**config.mk**
```make
export PLATFORM = sky130hd
export DESIGN_NAME = scanned_four_digit_gauge_display_top
export DESIGN_NICKNAME = d
export VERILOG_FILES = /design/src/sfdg_pkg.sv /design/src/scanned_four_digit_gauge_display_top.sv
export SDC_FILE = /design/constraint.sdc
export NUM_CORES = 1
export LEC_CHECK = 0
export ABC_CLOCK_PERIOD_IN_PS = 15300
export BUFFER_PORTS_ARGS = -buffer_cell sky130_fd_sc_hd__clkbuf_2
export CAP_MARGIN = 10
export CORE_ASPECT_RATIO = 0.6
export CORE_MARGIN = 4
export CORE_UTILIZATION = 60
export DETAILED_ROUTE_END_ITERATION = 6
export PLACE_DENSITY = 0.8
export SKIP_CTS_REPAIR_TIMING = 1
export SLEW_MARGIN = 30
export SYNTH_ARGS = -nofsm -noshare
export SYNTH_HDL_FRONTEND = slang
export SYNTH_SLANG_ARGS = --single-unit
```
**constraint.sdc**
```tcl
create_clock -name clk -period 15.3 [get_ports clk]
set_input_delay 3.06 -clock clk [delete_from_list [all_inputs] [get_ports clk]]
set_output_delay 3.06 -clock clk [all_outputs]
set_load 0.02 [all_outputs]
```
**src/sfdg_pkg.sv**
```systemverilog
// Shared constants, types and lookup functions for the scanned gauge display.
// No dependencies; imported by scanned_four_digit_gauge_display_top.
package sfdg_pkg;

  localparam int unsigned VALUE_W   = 14;
  localparam int unsigned PRESS_W   = 16;
  localparam int unsigned PROD_W    = 28;
  localparam int unsigned APB_AW    = 3;
  localparam int unsigned APB_DW    = 32;

  localparam logic [VALUE_W-1:0] VALUE_MAX     = 14'd9999;
  localparam logic [VALUE_W-1:0] LOW_THR_RST   = 14'd180;
  localparam logic [VALUE_W-1:0] HIGH_THR_RST  = 14'd200;
  localparam logic [VALUE_W-1:0] BAR_STEP      = 14'd20;
  localparam logic [3:0]         BAR_MAX_COUNT = 4'd8;
  localparam logic [7:0]         DP_BIT        = 8'h80;

  // Reciprocal multipliers for constant division of values up to 9999
  localparam logic [VALUE_W-1:0] RECIP_1000 = 14'd8389;  // shift 23
  localparam logic [VALUE_W-1:0] RECIP_100  = 14'd5243;  // shift 19
  localparam logic [VALUE_W-1:0] RECIP_10   = 14'd6554;  // shift 16

  typedef enum logic [1:0] {
    DIG_THOUSANDS = 2'd0,
    DIG_HUNDREDS  = 2'd1,
    DIG_TENS      = 2'd2,
    DIG_UNITS     = 2'd3
  } digit_pos_t;

  typedef enum logic {
    REG_LOW_THR  = 1'b0,
    REG_HIGH_THR = 1'b1
  } reg_idx_t;

  function automatic logic [7:0] seg_code(input logic [3:0] digit);
    logic [7:0] code;
    case (digit)
      4'd0:    code = 8'h3F;
      4'd1:    code = 8'h06;
      4'd2:    code = 8'h5B;
      4'd3:    code = 8'h4F;
      4'd4:    code = 8'h66;
      4'd5:    code = 8'h6D;
      4'd6:    code = 8'h7D;
      4'd7:    code = 8'h07;
      4'd8:    code = 8'h7F;
      4'd9:    code = 8'h6F;
      default: code = 8'h00;
    endcase
    return code;
  endfunction

  function automatic logic [7:0] bar_fill(input logic [3:0] count);
    logic [7:0] fill;
    case (count)
      4'd0:    fill = 8'h00;
      4'd1:    fill = 8'h01;
      4'd2:    fill = 8'h03;
      4'd3:    fill = 8'h07;
      4'd4:    fill = 8'h0F;
      4'd5:    fill = 8'h1F;
      4'd6:    fill = 8'h3F;
      4'd7:    fill = 8'h7F;
      default: fill = 8'hFF;
    endcase
    return fill;
  endfunction

endpackage

```
**src/scanned_four_digit_gauge_display_top.sv**
```systemverilog
// An accepted input transaction goes to the input register, then to the result
// register on out_*. Throughput: one transaction per cycle while out_stall is low;
// the two registers form a two-stage pipeline with per-stage valid flow control.
// Reset (rst_n low, synchronous): pipeline empties, scan index returns to the
// thousands digit, thresholds return to 180 and 200.
// Depends on sfdg_pkg.
module scanned_four_digit_gauge_display_top
  import sfdg_pkg::*;
(
  input  logic                clk,
  input  logic                rst_n,
  input  logic                in_valid,
  output logic                in_stall,
  input  logic [PRESS_W-1:0]  in_pressure,
  output logic                out_valid,
  input  logic                out_stall,
  output logic [3:0]          out_digit_select,
  output logic [7:0]          out_segments,
  output logic [7:0]          out_bar_pattern,
  output logic                out_low_alarm_led,
  output logic                out_high_alarm_led,
  input  logic                psel,
  input  logic                penable,
  input  logic                pwrite,
  input  logic [APB_AW-1:0]   paddr,
  input  logic [APB_DW-1:0]   pwdata,
  output logic [APB_DW-1:0]   prdata,
  output logic                pready
);

  logic [VALUE_W-1:0] low_thr_r, high_thr_r;
  logic [1:0]         scan_r;

  logic               a_valid_r, a_valid_nxt;
  logic [VALUE_W-1:0] a_value_r;
  logic [VALUE_W-1:0] a_quot_r;
  logic [1:0]         a_idx_r;

  logic               out_valid_r, out_valid_nxt;
  logic [3:0]         out_digit_select_r;
  logic [7:0]         out_segments_r;
  logic [7:0]         out_bar_pattern_r;
  logic               out_low_alarm_led_r;
  logic               out_high_alarm_led_r;

  logic               in_accept, b_move, cfg_write;
  logic [VALUE_W-1:0] in_value;
  logic [PROD_W-1:0]  prod_1000, prod_100, prod_10, prod_mod;
  logic [VALUE_W-1:0] quot_sel;
  logic [VALUE_W-1:0] quot_div10;
  logic [VALUE_W-1:0] digit_full;
  logic [3:0]         digit;
  logic [7:0]         seg_val;
  logic [3:0]         bar_count;

  // configuration port
  assign pready    = 1'b1;
  assign cfg_write = psel & penable & pwrite & pready;

  always_comb begin
    case (reg_idx_t'(paddr[2]))
      REG_LOW_THR:  prdata = APB_DW'(low_thr_r);
      REG_HIGH_THR: prdata = APB_DW'(high_thr_r);
      default:      prdata = '0;
    endcase
  end

  always_ff @(posedge clk) begin
    if (!rst_n) begin
      low_thr_r  <= LOW_THR_RST;
      high_thr_r <= HIGH_THR_RST;
    end else if (cfg_write) begin
      if (reg_idx_t'(paddr[2]) == REG_LOW_THR) begin
        low_thr_r <= pwdata[VALUE_W-1:0];
      end else begin
        high_thr_r <= pwdata[VALUE_W-1:0];
      end
    end
  end

  // flow control
  assign b_move    = !out_valid_r || !out_stall;
  assign in_stall  = a_valid_r && !b_move;
  assign in_accept = in_valid && !in_stall;

  always_comb begin
    if (in_accept) begin
      a_valid_nxt = 1'b1;
    end else if (b_move) begin
      a_valid_nxt = 1'b0;
    end else begin
      a_valid_nxt = a_valid_r;
    end
    out_valid_nxt = b_move ? a_valid_r : out_valid_r;
  end

  // input stage: saturate and take the quotient for the scanned digit
  assign in_value  = (in_pressure > PRESS_W'(VALUE_MAX)) ? VALUE_MAX
                                                          : in_pressure[VALUE_W-1:0];
  assign prod_1000 = PROD_W'(in_value) * PROD_W'(RECIP_1000);
  assign prod_100  = PROD_W'(in_value) * PROD_W'(RECIP_100);
  assign prod_10   = PROD_W'(in_value) * PROD_W'(RECIP_10);

  always_comb begin
    case (digit_pos_t'(scan_r))
      DIG_THOUSANDS: quot_sel = VALUE_W'(prod_1000 >> 23);
      DIG_HUNDREDS:  quot_sel = VALUE_W'(prod_100 >> 19);
      DIG_TENS:      quot_sel = VALUE_W'(prod_10 >> 16);
      default:       quot_sel = in_value;
    endcase
  end

  always_ff @(posedge clk) begin
    if (!rst_n) begin
      a_valid_r <= 1'b0;
      scan_r    <= 2'd0;
    end else begin
      a_valid_r <= a_valid_nxt;
      if (in_accept) begin
        scan_r <= scan_r + 2'd1;
      end
    end
  end

  always_ff @(posedge clk) begin
    if (in_accept) begin
      a_value_r <= in_value;
      a_quot_r  <= quot_sel;
      a_idx_r   <= scan_r;
    end
  end

  // result stage: digit, segment code, bargraph and alarms
  assign prod_mod   = PROD_W'(a_quot_r) * PROD_W'(RECIP_10);
  assign quot_div10 = VALUE_W'(prod_mod >> 16);
  assign digit_full = a_quot_r - VALUE_W'(quot_div10 * VALUE_W'(10));
  assign digit      = digit_full[3:0];

  always_comb begin
    case (digit_pos_t'(a_idx_r))
      DIG_THOUSANDS: seg_val = (a_quot_r == '0) ? 8'h00 : seg_code(digit);
      DIG_HUNDREDS:  seg_val = seg_code(digit) | DP_BIT;
      default:       seg_val = seg_code(digit);
    endcase
  end

  always_comb begin
    bar_count = '0;
    for (int k = 1; k <= int'(BAR_MAX_COUNT); k++) begin
      if (a_value_r >= VALUE_W'(k * int'(BAR_STEP))) begin
        bar_count = 4'(k);
      end
    end
  end

  always_ff @(posedge clk) begin
    if (!rst_n) begin
      out_valid_r <= 1'b0;
    end else begin
      out_valid_r <= out_valid_nxt;
    end
  end

  always_ff @(posedge clk) begin
    if (b_move && a_valid_r) begin
      out_digit_select_r   <= 4'b0001 << a_idx_r;
      out_segments_r       <= seg_val;
      out_bar_pattern_r    <= bar_fill(bar_count);
      out_low_alarm_led_r  <= a_value_r >= low_thr_r;
      out_high_alarm_led_r <= a_value_r >= high_thr_r;
    end
  end

  assign out_valid          = out_valid_r;
  assign out_digit_select   = out_digit_select_r;
  assign out_segments       = out_segments_r;
  assign out_bar_pattern    = out_bar_pattern_r;
  assign out_low_alarm_led  = out_low_alarm_led_r;
  assign out_high_alarm_led = out_high_alarm_led_r;

endmodule

```
==> results.json <==
{
  "synth_top_area_frac": 0.277,
  "syn_inst": 1603,
  "crit_required_ns": 15.38,
  "antenna_found_initial": 0,
  "ys.flop_type": "edfxtp_1",
  "ys_types": 64,
  "start_kind": "primary input",
  "powerDensity_nw_per_um2": 218,
  "synth_edf_count": 52,
  "synth-seq-cells": 84,
  "clock_latency_ns": 0.34,
  "synth.top_cells.by_area": "ha_1 (28%), fa_1 (21%), edfxtp_1 (11%)",
  "rsz0062_at_grt": "false",
  "fmax_ghz": 0.0908,
  "crit_path_end_kind": "flop",
  "initialDrtViolationCount": 1109,
  "clock_sinks": 84,
  "cp.arrival_ns": 11.10,
  "drt_wl_total_um": 38700,
  "skew_ns": 0.00618,
  "yosys.area.top_type": "ha_1",
  "slew_headroom": 0.357,
  "std_cell_rows": 44,
  "synthTopCellsByCount": "inv_1 (378), ha_1 (325), fa_1 (155), nand2_1 (136), a21oi_1 (59)",
  "finalNonFillerCells": 1987,
  "p_switching_w": 0.00177,
  "synth.most_common_cell": "inv_1",
  "crit_type": "in -> reg",
  "cp_max_fo": 15,
  "place_hpwl_um": 33000,
  "numCtsBuffers": 9,
  "post-route-period-util": 0.720,
  "tns_ns": 0,
  "yosys_warnings": 0,
  "seqPwrFrac": 0.116,
  "hold_viol": 0,
  "vias": 11300,
  "core-area_sq_um": 24100,
  "start_util": 0.608,
  "insertedDiodeCount": 0,
  "area_growth_pct": 6.14,
  "track_usage": 0.293,
  "dp.cells": 1971,
  "grt_pass1_vias": 11600,
  "final_max_slew_viol_count": 0,
  "max-vdd-ir-drop_mv": 0.442,
  "drc_errors": 0,
  "hp-class": "reg -> reg",
  "route.detailed.wl_per_inst_um": 19.5,
  "internal-power_w": 0.00162,
  "status": "finished, final reports clean",
  "critPathMaxStageDelay_ns": 0.60,
  "yosysSeqAreaShare": 0.150,
  "die-area_sq_um": 27100,
  "setup_violations": 0,
  "min_period_ns": 11.01,
  "async_flop_share": 0,
  "maxCapViolCount": 0,
  "post-place-ws_ns": 4.34,
  "die_w_um": 210,
  "cts_tree": "done",
  "clock_power_share": 0.062,
  "swShare": 0.522,
  "worst_pin_slew_ns": 0.959,
  "die_y_um": 129,
  "cts_root_buf": "clkbuf_16",
  "cts_max_level": 3,
  "holdWs_ns": 0.467,
  "crit_slowest_cell": "nor2_1",
  "grt_pass1_wl_um": 61900,
  "avgSynthCellArea_sq_um": 9.15,
  "p_leak_nw": 8.21,
  "grt_max_degree": 33,
  "final_antenna_net_count": 0,
  "setup_ws_ns": 4.29,
  "layout.nets": 2198,
  "combinationalPowerShare": 0.822,
  "numPortBuffers": 75,
  "drive_above_1_share": 0.0697,
  "fin_util": 0.646,
  "syn_area_sq_um": 14700,
  "clk_pin_slew_worst_paths_ns": 0.07,
  "dr.pass1.iters": 6,
  "globalplace.congestion": 1.01,
  "io_pins": 115,
  "via_per_inst": 5.69,
  "cts_max_path_buffers": 2,
  "fillCellCount": 1983,
  "grt_overflow": 0
}
## worst paths after layout
kind / start / endpoint / slack [ns] / cells past startpoint
worst max-delay path: in_pressure[11] / a_quot_r[10] / 4.29 / 25
worst min-delay path: low_thr_r[1] / low_thr_r[1] / 0.47 / 2
worst max register to register: a_quot_r[2] / out_segments[6] / 8.11 / 23
worst min register to register: low_thr_r[1] / low_thr_r[1] / 0.47 / 2
## per-layer routing
metal  GRT usage  wire length [um]  up-vias
met4      0.0514               596        0
met3       0.112              5350       69
li1            -                 -     5306
met2       0.437             15600      548
met1       0.415             17100     5384
met5           0                 0        -
## per-stage QoR
| step | instance area [sq um] | power, W |
|---|---|---|
| floorplan | 14700 | 0.00250 |
| global placement | 15300 | 0.00305 |
| detailed placement | 15300 | 0.00312 |
| CTS | 15600 | 0.00336 |
| global route | 15600 | 0.00379 |
| finish | 15600 | 0.00340 |
## layout by cell type (no fill, tap or decap), drive strengths merged, types with 24 or more instances in the layout
master and instances:
nand2 137, a21oi 59, dfxtp 32, nor2 53, o21ai 55, ha 325, inv 380, fa 155
a21boi 24, clkbuf 85, a21o 32, xnor2 42, edfxtp 52
## layout make-up
| class | count | area [sq um] | share of cell area |
|---|---|---|---|
| inverters | 379 | 1420 | 0.0914 |
| clock buffers | 10 | 229 | 0.0147 |
| flip-flops and latches | 84 | 2200 | 0.141 |
| multi-input cells | 1110 | 10900 | 0.699 |
| clock inverters | 6 | 48.8 | 0.00313 |
| repair buffers | 76 | 383 | 0.0246 |
| well taps | 322 | 403 | 0.0259 |
## cells by family (layout without fill, tap and decap cells)
| family | count (synthesis) | after routing | share of synthesized area |
|---|---|---|---|
| buf+inv | 426 | 471 | 0.114 |
| other cells | 2 | 19 | 0.000512 |
| mux | 4 | 4 | 0.00290 |
| xor+xnor | 63 | 63 | 0.0376 |
| compound gates | 240 | 240 | 0.110 |
| flops | 84 | 84 | 0.150 |
| fa+ha+maj | 480 | 480 | 0.489 |
| simple gates | 304 | 304 | 0.0958 |
## state kept, by name, indices dropped and copies added (netlist names)
signal / cells
a_idx_r: 2
out_segments: 8
out_valid: 1
low_thr_r: 14
high_thr_r: 14
scan_r: 2
out_bar_pattern: 8
out_low_alarm_led: 1
out_digit_select: 4
a_valid_r: 1
a_quot_r: 14
a_value_r: 14
out_high_alarm_led: 1
## power groups by stage
stage	Combinational [W]	Clock [W]	Sequential, W
after floorplan	0.00210	0	0.000406
after global placement	0.00265	0	0.000399
after detailed placement	0.00272	0	0.000400
after CTS	0.00275	0.000211	0.000395
after global routing	0.00317	0.000220	0.000398
final	0.00279	0.000209	0.000395
## critical path, delay by kind of cell
| family | cells | cell delay, ns |
|---|---|---|
| AO/OA/AOI/OAI | 9 | 2.62 |
| adder cells (fa/ha/maj) | 6 | 2.57 |
| AND/OR/NAND/NOR | 4 | 1.51 |
| buffers and inverters | 4 | 0.91 |
| XOR/XNOR | 2 | 0.37 |
Note: power is estimated with default switching activity, not from simulation.
